--- src/krt_pkg.sv ---
`timescale 1ns / 1ps
package krt_pkg;

    localparam int KEY_W   = 27;
    localparam int SCORE_W = 11;
    localparam int REC_W   = KEY_W + SCORE_W;

    localparam logic [2:0] OP_INSERT = 3'd0;
    localparam logic [2:0] OP_DELETE = 3'd1;
    localparam logic [2:0] OP_FIND   = 3'd2;
    localparam logic [2:0] OP_SORT   = 3'd3;
    localparam logic [2:0] OP_LIST   = 3'd4;

    localparam logic [1:0] ST_OK        = 2'd0;
    localparam logic [1:0] ST_NOT_FOUND = 2'd1;
    localparam logic [1:0] ST_DUPLICATE = 2'd2;
    localparam logic [1:0] ST_FULL      = 2'd3;

    typedef struct packed {
        logic [2:0]         operation;
        logic [KEY_W-1:0]   key;
        logic [SCORE_W-1:0] score;
    } cmd_t;

    typedef struct packed {
        logic [1:0]         status;
        logic [5:0]         position;
        logic [KEY_W-1:0]   out_key;
        logic [SCORE_W-1:0] out_score;
        logic               last;
    } rsp_t;

endpackage

--- src/krt_ram.sv ---
`timescale 1ns / 1ps
module krt_ram #(
    parameter int WIDTH = 8,
    parameter int DEPTH = 32
) (
    input  logic                     clk,
    input  logic                     we,
    input  logic [$clog2(DEPTH)-1:0] waddr,
    input  logic [WIDTH-1:0]         wdata,
    input  logic [$clog2(DEPTH)-1:0] raddr,
    output logic [WIDTH-1:0]         rdata
);

    logic [WIDTH-1:0] mem [DEPTH];

    always_ff @(posedge clk)
    begin
        if (we)
        begin
            mem[waddr] <= wdata;
        end
        rdata <= mem[raddr];
    end

endmodule

--- src/keyed_record_table_with_sort.sv ---
`timescale 1ns / 1ps
// Find, delete and insert scan the table one entry per cycle.
// Delete then shifts later entries down, reading each entry and then writing it one place lower.
// Sort is an exchange sort over the single RAM that puts higher scores first.
// List emits one result per stored record; the receiver cannot stall results.
// Reset clears the record count and control; RAM contents are left undefined.
module keyed_record_table_with_sort
    import krt_pkg::*;
#(
    parameter int DEPTH = 32
) (
    input  logic clk,
    input  logic rst_n,
    input  logic start,
    input  cmd_t cmd,
    output logic busy,
    output logic done,
    output rsp_t rsp
);

    localparam int AW = (DEPTH > 1) ? $clog2(DEPTH) : 1;
    localparam int CW = $clog2(DEPTH + 1);

    typedef enum logic [8:0] {
        S_IDLE  = 9'b000000001,
        S_SCAN  = 9'b000000010,
        S_DECIDE= 9'b000000100,
        S_SHIFT = 9'b000001000,
        S_SRDI  = 9'b000010000,
        S_SRDJ  = 9'b000100000,
        S_SCMP  = 9'b001000000,
        S_SWAP  = 9'b010000000,
        S_LIST  = 9'b100000000
    } state_t;

    state_t state_reg, state_next;
    cmd_t   cmd_reg, cmd_next;
    logic [CW-1:0] count_reg, count_next;
    logic [CW-1:0] i_reg, i_next, j_reg, j_next;
    logic          hit_reg, hit_next;
    logic [AW-1:0] hpos_reg, hpos_next;
    logic [REC_W-1:0] hrec_reg, hrec_next;
    logic [REC_W-1:0] irec_reg, irec_next;
    logic          rv_reg, rv_next;
    logic [CW-1:0] rpos_reg, rpos_next;
    logic          ph_reg, ph_next;
    rsp_t          rsp_reg, rsp_next;
    logic          done_reg, done_next;

    logic             we;
    logic [AW-1:0]    waddr, raddr;
    logic [REC_W-1:0] wdata, rdata;

    krt_ram #(.WIDTH(REC_W), .DEPTH(DEPTH)) u_ram (
        .clk(clk), .we(we), .waddr(waddr), .wdata(wdata),
        .raddr(raddr), .rdata(rdata)
    );

    assign busy = (state_reg != S_IDLE);
    assign done = done_reg;
    assign rsp  = rsp_reg;

    always_comb
    begin
        state_next = state_reg;
        cmd_next   = cmd_reg;
        count_next = count_reg;
        i_next     = i_reg;
        j_next     = j_reg;
        hit_next   = hit_reg;
        hpos_next  = hpos_reg;
        hrec_next  = hrec_reg;
        irec_next  = irec_reg;
        rv_next    = 1'b0;
        rpos_next  = rpos_reg;
        ph_next    = ph_reg;
        rsp_next   = rsp_reg;
        done_next  = 1'b0;
        we         = 1'b0;
        waddr      = '0;
        wdata      = '0;
        raddr      = '0;

        unique case (state_reg)
            S_IDLE:
            begin
                if (start)
                begin
                    cmd_next = cmd;
                    i_next   = '0;
                    hit_next = 1'b0;
                    ph_next  = 1'b0;
                    unique case (cmd.operation)
                        OP_INSERT, OP_DELETE, OP_FIND: state_next = S_SCAN;
                        OP_SORT:
                        begin
                            if (count_reg > CW'(1))
                            begin
                                state_next = S_SRDI;
                            end
                            else
                            begin
                                done_next = 1'b1;
                                rsp_next  = '{ST_OK, 6'd0, '0, '0, 1'b1};
                            end
                        end
                        OP_LIST:
                        begin
                            if (count_reg == '0)
                            begin
                                done_next = 1'b1;
                                rsp_next  = '{ST_NOT_FOUND, 6'd0, '0, '0, 1'b1};
                            end
                            else
                            begin
                                state_next = S_LIST;
                            end
                        end
                        default: ;
                    endcase
                end
            end
            S_SCAN:
            begin
                // read address i; its data appears in the next cycle, tagged rpos
                if (i_reg < count_reg)
                begin
                    raddr     = i_reg[AW-1:0];
                    rv_next   = 1'b1;
                    rpos_next = i_reg;
                    i_next    = i_reg + CW'(1);
                end
                if (rv_reg && rdata[REC_W-1 -: KEY_W] == cmd_reg.key)
                begin
                    hit_next  = 1'b1;
                    hpos_next = rpos_reg[AW-1:0];
                    hrec_next = rdata;
                end
                if (i_reg >= count_reg && !rv_reg)
                begin
                    state_next = S_DECIDE;
                end
            end
            S_DECIDE:
            begin
                done_next  = 1'b1;
                state_next = S_IDLE;
                if (cmd_reg.operation == OP_INSERT)
                begin
                    if (hit_reg)
                    begin
                        rsp_next = '{ST_DUPLICATE, 6'(hpos_reg),
                                     hrec_reg[REC_W-1 -: KEY_W], hrec_reg[SCORE_W-1:0], 1'b1};
                    end
                    else if (count_reg >= CW'(DEPTH))
                    begin
                        rsp_next = '{ST_FULL, 6'd0, '0, '0, 1'b1};
                    end
                    else
                    begin
                        we         = 1'b1;
                        waddr      = count_reg[AW-1:0];
                        wdata      = {cmd_reg.key, cmd_reg.score};
                        count_next = count_reg + CW'(1);
                        rsp_next   = '{ST_OK, 6'(count_reg), cmd_reg.key, cmd_reg.score, 1'b1};
                    end
                end
                else if (!hit_reg)
                begin
                    rsp_next = '{ST_NOT_FOUND, 6'd0, '0, '0, 1'b1};
                end
                else
                begin
                    rsp_next = '{ST_OK, 6'(hpos_reg),
                                 hrec_reg[REC_W-1 -: KEY_W], hrec_reg[SCORE_W-1:0], 1'b1};
                    if (cmd_reg.operation == OP_DELETE)
                    begin
                        i_next     = CW'(hpos_reg);
                        ph_next    = 1'b0;
                        count_next = count_reg - CW'(1);
                        state_next = S_SHIFT;
                    end
                end
            end
            S_SHIFT:
            begin
                // count_reg already reduced: move i+1 to i while i < count
                if (i_reg >= count_reg)
                begin
                    state_next = S_IDLE;
                end
                else if (!ph_reg)
                begin
                    raddr   = AW'(i_reg + CW'(1));
                    ph_next = 1'b1;
                end
                else
                begin
                    we      = 1'b1;
                    waddr   = i_reg[AW-1:0];
                    wdata   = rdata;
                    i_next  = i_reg + CW'(1);
                    ph_next = 1'b0;
                end
            end
            S_SRDI:
            begin
                if (i_reg + CW'(1) >= count_reg)
                begin
                    done_next  = 1'b1;
                    rsp_next   = '{ST_OK, 6'd0, '0, '0, 1'b1};
                    state_next = S_IDLE;
                end
                else
                begin
                    raddr      = i_reg[AW-1:0];
                    j_next     = i_reg + CW'(1);
                    state_next = S_SRDJ;
                    ph_next    = 1'b0;
                end
            end
            S_SRDJ:
            begin
                if (!ph_reg)
                begin
                    irec_next = rdata;
                end
                if (j_reg >= count_reg)
                begin
                    i_next     = i_reg + CW'(1);
                    state_next = S_SRDI;
                end
                else
                begin
                    raddr      = j_reg[AW-1:0];
                    state_next = S_SCMP;
                end
            end
            S_SCMP:
            begin
                ph_next = 1'b1;
                if (irec_reg[SCORE_W-1:0] < rdata[SCORE_W-1:0])
                begin
                    hrec_next  = rdata;
                    state_next = S_SWAP;
                end
                else
                begin
                    j_next     = j_reg + CW'(1);
                    state_next = S_SRDJ;
                end
            end
            S_SWAP:
            begin
                // two writes: j gets old i (kept in irec), then i gets old j (kept in hrec)
                we = 1'b1;
                if (!ph_reg)
                begin
                    waddr      = i_reg[AW-1:0];
                    wdata      = hrec_reg;
                    irec_next  = hrec_reg;
                    j_next     = j_reg + CW'(1);
                    ph_next    = 1'b1;
                    state_next = S_SRDJ;
                end
                else
                begin
                    waddr   = j_reg[AW-1:0];
                    wdata   = irec_reg;
                    ph_next = 1'b0;
                end
            end
            S_LIST:
            begin
                if (!ph_reg)
                begin
                    raddr   = i_reg[AW-1:0];
                    ph_next = 1'b1;
                end
                else
                begin
                    done_next = 1'b1;
                    rsp_next  = '{ST_OK, 6'(i_reg), rdata[REC_W-1 -: KEY_W],
                                  rdata[SCORE_W-1:0], (i_reg + CW'(1) == count_reg)};
                    i_next    = i_reg + CW'(1);
                    ph_next   = 1'b0;
                    if (i_reg + CW'(1) == count_reg)
                    begin
                        state_next = S_IDLE;
                    end
                end
            end
            default: state_next = S_IDLE;
        endcase
    end

    always_ff @(posedge clk or negedge rst_n)
    begin
        if (!rst_n)
        begin
            state_reg <= S_IDLE;
            count_reg <= '0;
            rv_reg    <= 1'b0;
            done_reg  <= 1'b0;
            ph_reg    <= 1'b0;
        end
        else
        begin
            state_reg <= state_next;
            count_reg <= count_next;
            rv_reg    <= rv_next;
            done_reg  <= done_next;
            ph_reg    <= ph_next;
        end
    end

    always_ff @(posedge clk)
    begin
        cmd_reg  <= cmd_next;
        i_reg    <= i_next;
        j_reg    <= j_next;
        hit_reg  <= hit_next;
        hpos_reg <= hpos_next;
        hrec_reg <= hrec_next;
        irec_reg <= irec_next;
        rpos_reg <= rpos_next;
        rsp_reg  <= rsp_next;
    end

endmodule

--- config.mk ---
export PLATFORM = sky130hd
export DESIGN_NAME = keyed_record_table_with_sort
export DESIGN_NICKNAME = d
export VERILOG_FILES = /design/src/krt_pkg.sv /design/src/krt_ram.sv /design/src/keyed_record_table_with_sort.sv
export SDC_FILE = /design/constraint.sdc
export NUM_CORES = 2
export LEC_CHECK = 0
export BUFFER_PORTS_ARGS = -buffer_cell sky130_fd_sc_hd__buf_2
export CORE_MARGIN = 4
export CORE_UTILIZATION = 55
export CTS_CLUSTER_DIAMETER = 50
export CTS_CLUSTER_SIZE = 24
export DETAILED_ROUTE_END_ITERATION = 8
export GPL_ROUTABILITY_DRIVEN = 0
export PLACE_DENSITY = 0.76
export SYNTH_ARGS = -nofsm -noshare
export SYNTH_HDL_FRONTEND = slang
export SYNTH_SLANG_ARGS = --single-unit
--- constraint.sdc ---
create_clock -name clk -period 12.3 [get_ports clk]
set_input_delay 0.615 -clock clk [delete_from_list [all_inputs] [get_ports clk]]
set_output_delay 0.615 -clock clk [all_outputs]
set_load 0.005 [all_outputs]
=== Yosys cells after proc, flatten, opt, wreduce, memory -nomap -nowiden ===
Memories as Yosys holds them, arrays and structs flattened. A register that Yosys moved wholly into a read port is not among the register bits.
Index checks and enable logic that the tools add are counted.

* Flip-flop bits (word level): 205
* Bits in writable memories: 1,216
* Input bits: 44
* Output and inout port bits: 49
* Word-level logic and storage cells: 201
* Memories: 1

{| class="wikitable"
|+ Memories
! name !! depth !! bits a word !! rd ports !! clocked after memory_dff !! wr ports !! line !! text
|-
| u_ram.mem || 32 || 38 || 1 || 1 || 1 || krt_ram.sv:14 || <nowiki>logic [WIDTH-1:0] mem [DEPTH];</nowiki>
|}

* Add/subtract/negate cells: 4
* $lt $le $gt $ge: 7
* Equal/unequal tests: 43
* Mux-type cells: 97
* Reduce and logical (&&, ||, !) cells: 29

{| class="wikitable"
|+ Operator list
! kind !! number
|-
| $mux W47 || 8
|-
| $mux W38 || 9
|-
| $pmux W47 S4 || 1
|-
| $pmux W38 S2 || 2
|-
| $pmux W38 S3 || 1
|-
| $mux W6 || 17
|-
| $pmux W47 S2 || 1
|-
| $pmux W9 S9 || 1
|-
| $mux W9 || 8
|-
| $mux W5 || 12
|-
| $mux W46 || 1
|-
| $ne A2 B2 Y1 const B || 20
|-
| $pmux W6 S6 || 1
|-
| $eq A27 B27 Y1 || 1
|-
| $pmux W9 S3 || 1
|-
| $pmux W5 S5 || 1
|-
| $mux W1 || 21
|-
| $add A6 B1 Y6 const B || 3
|-
| $ge A6 B6 Y1 || 3
|-
| $pmux W6 S3 || 1
|-
| $pmux W5 S3 || 1
|-
| $reduce_and A7 Y1 || 2
|-
| $mux W4 || 3
|-
| $ne A3 B3 Y1 const B || 4
|-
| other kinds (43) || 57
|}

=== Longest topological paths before layout ===
* Depth after elaboration: 7
* Gate-level depth with buffers: 20
* Mapped depth without buffers: 16

=== Modules after synthesis ===
Synthesis repeated with hierarchy kept, for this count alone.

* Cells, all modules: 3,507
* Area, all modules: 58,616.2 um2

{| class="wikitable"
|+ Modules (own cells, without submodules)
! module !! times used !! cells each !! area each (um2) !! seq. area each (um2)
|-
| krt_ram || 1 || 2,675 || 48,161.2 || 37,275.8
|-
| keyed_record_table_with_sort || 1 || 832 || 10,455.0 || 6,067.1
|}

=== Worst setup path before layout ===
No wires, ideal clock.

* Path type: register to register
* From: register count_reg[3]
* To: memory u_ram.mem[22][0] in the netlist's numbering (enable)
* Setup time: 0.433 ns
* Data arrival time: 4.671 ns
* Required time: 11.867 ns
* Slack: 7.195 ns
* Cell stages (with the launch flop): 14
* Buffers on the path: 2
* Clock period less this slack: 5.105 ns
* Cells stage by stage: dfrtp_1 > clkbuf_1 > inv_1 > ha_1 > a21oi_1 > o21a_1 > o21a_1 > nor2b_1 > and2_1 > clkbuf_1 > a21o_1 > a222oi_1 > or3b_2 > nor2_1

* Word-level cells in the longest chain between the ends: 7
* Elaborated cells between the ends (all ways): 14
* Classes of those cells: 2 x order compare; 12 x mux

{| class="wikitable"
|+ RTL lines
! element !! line !! text
|-
| start, declared || keyed_record_table_with_sort.sv:38 || <nowiki>logic [CW-1:0] count_reg, count_next;</nowiki>
|-
| start signal, assigned || keyed_record_table_with_sort.sv:310 || <nowiki>count_reg <= count_next;</nowiki>
|-
| $ge A6 B6 Y1 || keyed_record_table_with_sort.sv:155 || <nowiki>else if (count_reg >= CW'(DEPTH))</nowiki>
|-
| $mux W1 || keyed_record_table_with_sort.sv:155 ||
|-
| $mux W1 || keyed_record_table_with_sort.sv:150 || <nowiki>if (hit_reg)</nowiki>
|-
| $mux W1 || keyed_record_table_with_sort.sv:148 || <nowiki>if (cmd_reg.operation == OP_INSERT)</nowiki>
|-
| $pmux W1 S3 || keyed_record_table_with_sort.sv:84 || <nowiki>unique case (state_reg)</nowiki>
|-
| $mux W1 || krt_ram.sv:18 || <nowiki>if (we)</nowiki>
|-
| $mux W1 (implied by the code) || krt_ram.sv:20 || <nowiki>mem[waddr] <= wdata;</nowiki>
|-
| end, declared || krt_ram.sv:14 ||
|}

Several ways; a longest one is shown, not always the timed one.

=== Worst setup path in the final report ===
* From: register i_reg[0]
* To: register u_ram.rdata[6], read port of u_ram.mem

* Word-level cells in the longest chain between the ends: 4
* Elaborated cells between the ends (all ways): 10
* Classes of those cells: 1 x add/sub; 3 x order compare; 6 x mux

{| class="wikitable"
|+ RTL lines
! element !! line !! text
|-
| start, declared || keyed_record_table_with_sort.sv:39 || <nowiki>logic [CW-1:0] i_reg, i_next, j_reg, j_next;</nowiki>
|-
| start signal, assigned || keyed_record_table_with_sort.sv:320 || <nowiki>i_reg <= i_next;</nowiki>
|-
| $add A6 B1 Y6 || keyed_record_table_with_sort.sv:208 || <nowiki>if (i_reg + CW'(1) >= count_reg)</nowiki>
|-
| $ge A6 B6 Y1 or $mux W5 (tied branches) || keyed_record_table_with_sort.sv:208, keyed_record_table_with_sort.sv:192 ||
|-
| $mux W5, on equally long branches || keyed_record_table_with_sort.sv:208, keyed_record_table_with_sort.sv:188 ||
|-
| $pmux W5 S5 (*) || keyed_record_table_with_sort.sv:84 ||
|-
| end, declared || krt_ram.sv:11 || <nowiki>output logic [WIDTH-1:0] rdata</nowiki>
|}

Mark *: on every way between the ends. The rest lies on a longest branch, timed or not.
A chain may end at the register's enable or synchronous reset.

==> flow_summary.json <==
{
  "p_leak_nw": 20.9,
  "h-tree-depth": 3,
  "grt-ovfl-total": 0,
  "hold_end": "cmd_reg[13]",
  "synth_common_cells": "edfxtp_1, nand2_1, mux2i_1",
  "synth_top_area_share_pct": 71.4,
  "avgSynthCellArea_um2": 14.3,
  "peakVddDrop_mv": 0.129,
  "antenna_left": 0,
  "ctsHoldBuffers": 1,
  "grt_pass1_wl_um": 247000,
  "syn-num-nets": 4197,
  "clk_latency_ps": 720,
  "synth_fa_ha_area_share_pct": 0.721,
  "drc": 0,
  "post-route-min-period_ps": 6430,
  "p_sw_w": 0.00328,
  "comb_power_share_pct": 14.7,
  "fp.dieArea_mm2": 0.113,
  "yosys_warnings": 0,
  "cts-root-buf": "clkbuf_16",
  "outcome": "finished clean",
  "drtPass1Iterations": 9,
  "rr_endpoint": "u_ram.rdata[6]",
  "routed_wl_um": 173000,
  "r2r_start": "i_reg[0]",
  "cts_tree": "yes",
  "yosys.area.top_type": "edfxtp_1",
  "report.final.slew_viol_count": 0,
  "dp_hpwl_um": 93900,
  "clock_power_share_pct": 34.5,
  "hold_viol": 0,
  "dieWidth_um": 335,
  "post_route_cells_drive_above_1_share_pct": 11.3,
  "min_from": "cmd[13]",
  "postCtsSetupBuffers": 0,
  "busiest_layer": "met2",
  "cts_inserted_buffers": 116,
  "grt_pass1_vias": 36000,
  "synth_compound_area_share_pct": 8.91,
  "syn_area_mm2": 0.0590,
  "cts_resized": 0,
  "yosysSeqAreaShare_pct": 73.5,
  "final.period_utilization_pct": 52.3,
  "die_y_um": 335,
  "reg2reg_depth": 17,
  "endpoint_kind": "flip-flop",
  "std_cell_rows": 119,
  "startpoint_type": "flip-flop",
  "clock_path_buffers": 3,
  "rrSetupSlack_ps": 5870,
  "max_stage_delay_ps": 740,
  "grtUsageTotal_pct": 30.1,
  "cp.required_ps": 12950,
  "coreArea_mm2": 0.106,
  "synth_top_family_by_area": "simple AND/OR/NAND/NOR gates",
  "synth_ff_type": "edfxtp_1",
  "power_w": 0.0115,
  "clock-sinks": 1459,
  "start_util_pct": 55.7,
  "cp_slowest_cell": "buf_4",
  "synth.most_common_cell": "edfxtp_1",
  "drtIter0Drc": 6832,
  "p_seq_share_pct": 50.8,
  "via_per_inst": 6.73,
  "use_met1_pct": 41.3,
  "io_pins": 93,
  "min_path_cells": 1,
  "fmax_ghz": 0.155,
  "syn_inst": 4119,
  "p_per_area_mw_per_mm2": 177,
  "synthMuxAreaShare_pct": 4.15,
  "global_route.usage.met3_pct": 7.11,
  "gr-usage-met2_pct": 46.6,
  "path_cells": "ha_1 > nand3_1 > xor2_1 > inv_1 > ha_1 > o21ai_0 > nor2_1 > nor4_1 > o21ai_1 > nand2_8 > buf_4 > buf_4 > nor2_1 > a32oi_1 > a21oi_1 > o21ai_0 > and2_1",
  "swShare_pct": 28.5,
  "setup_viol": 0,
  "synth_seq_cells": 1459,
  "setup_ws_ps": 5870,
  "instances_no_fill": 5663,
  "synth-simple-area-share_pct": 9.53,
  "synth.distinct_cells": 92,
  "arrival_ps": 7080,
  "largest_reg_flops": 1216,
  "worstMarginPinSlew_ps": 1480,
  "clock_skew_ps": 24.0,
  "postLayoutCoreUtil_pct": 61.5,
  "finalSetupTns_ps": 0,
  "rsz0062_at_grt": "false",
  "grt_max_degree": 153,
  "dp_slack_ps": 6030,
  "ys_top_cells_by_area": "edfxtp_1, nand2_1, mux2i_1",
  "antenna_found_initial": 4,
  "intPower_w": 0.00824,
  "slew_headroom_pct": 1.57,
  "synth-xor-area-share_pct": 0.594,
  "critPathKind": "flip-flop to flip-flop",
  "clk_pin_slew_worst_paths_ps": 90,
  "area_growth_pct": 10.5,
  "routedWlPerCell_um": 30.5,
  "synth-edff-count": 1403,
  "placed_cells": 5440,
  "cp_max_fo": 86,
  "io_buffers": 92,
  "synth-async-reset-ratio_pct": 1.23,
  "maxCapViolCount": 0,
  "vias": 38100,
  "hold_class": "input port to flip-flop",
  "layout.nets": 4246
}
==> per-layer routing <==
metal | wire [um] | up-vias
met3 | 24400 | 521
li1 | - | 15800
met5 | 0 | -
met4 | 8500 | 0
met1 | 61700 | 18700
met2 | 78000 | 3077
==> through the flow <==
step / area, um^2 / hold WS, ps
after floorplan: 59000 / 319
after global placement: 61000 / 401
after detailed placement: 61000 / 406
after CTS: 65100 / 43.0
after global routing: 65100 / 65.0
final: 65200 / 77.7
==> power by group through the flow <==
stage	clock network (W)	logic [W]	registers, W
detailed placement	0	0.00164	0.00595
floorplan	0	0.00118	0.00578
CTS	0.00399	0.00165	0.00584
global placement	0	0.00160	0.00594
global route	0.00419	0.00181	0.00586
finish	0.00397	0.00169	0.00586
==> layout by cell type (no fill, tap or decap), drive strengths merged, types with 7 or more instances in the layout <==
master and count:
a211oi 65, clkinv 32, or4 9, mux2i 233, a221o 47, nor4 24
and2 13, o21ai 50, o2111ai 7, o211ai 9, nand2 754, inv 106
nor3 18, a31oi 50, o22ai 58, a222oi 46, buf 184, clkinvlp 13
edfxtp 1403, a21boi 9, dfxtp 38, nand4 17, and3 54, a32oi 18
a22oi 9, or3 10, nand3 219, bufinv 11, ha 34, dfrtp 17
mux2 10, a21o 62, a21oi 216, clkbuf 130, nand4b 7, xnor2 36
a311oi 13, nor2 116, a221oi 38, o21a 10
==> worst max path at each step <==
stage	start	end	slack (ps)	cells past startpoint
after global placement	i_reg[0]	u_ram.rdata[6]	6170	17
after global routing	i_reg[0]	u_ram.rdata[6]	5510	17
after detailed placement	i_reg[0]	u_ram.rdata[6]	6030	17
after CTS	i_reg[0]	u_ram.rdata[6]	6000	17
after floorplan	count_reg[3]	u_ram.mem[22][0]	7200	13
final	i_reg[0]	u_ram.rdata[6]	5870	17
==> cell type report <==
| class | count | area [um^2] |
|---|---|---|
| clock inverters | 89 | 1050 |
| fillers | 7489 | 40700 |
| well taps | 1391 | 1740 |
| multi-input cells | 2333 | 14500 |
| flip-flops and latches | 1459 | 43300 |
| inverters | 73 | 274 |
| repair buffers | 185 | 1200 |
| diodes | 3 | 7.51 |
| clock buffers | 130 | 3050 |
==> logic make-up after synthesis <==
group | count (synthesis)
DFF | 1459
and+or+nand+nor | 1270
AOI/OAI and AO/OA | 746
buffers and inverters | 327
muxes | 243
xor gates and xnor gates | 40
adders and majority gates | 34
==> critical path: cells and delay by family, from the launching register on <==
kind,cells,cell delay [ps]
fa+ha+maj,2,590
xor+xnor,1,310
simple gates,6,1980
flops,1,690
buf+inv,3,1550
compound gates,5,1070
Note: power is estimated with default switching activity, not from simulation.
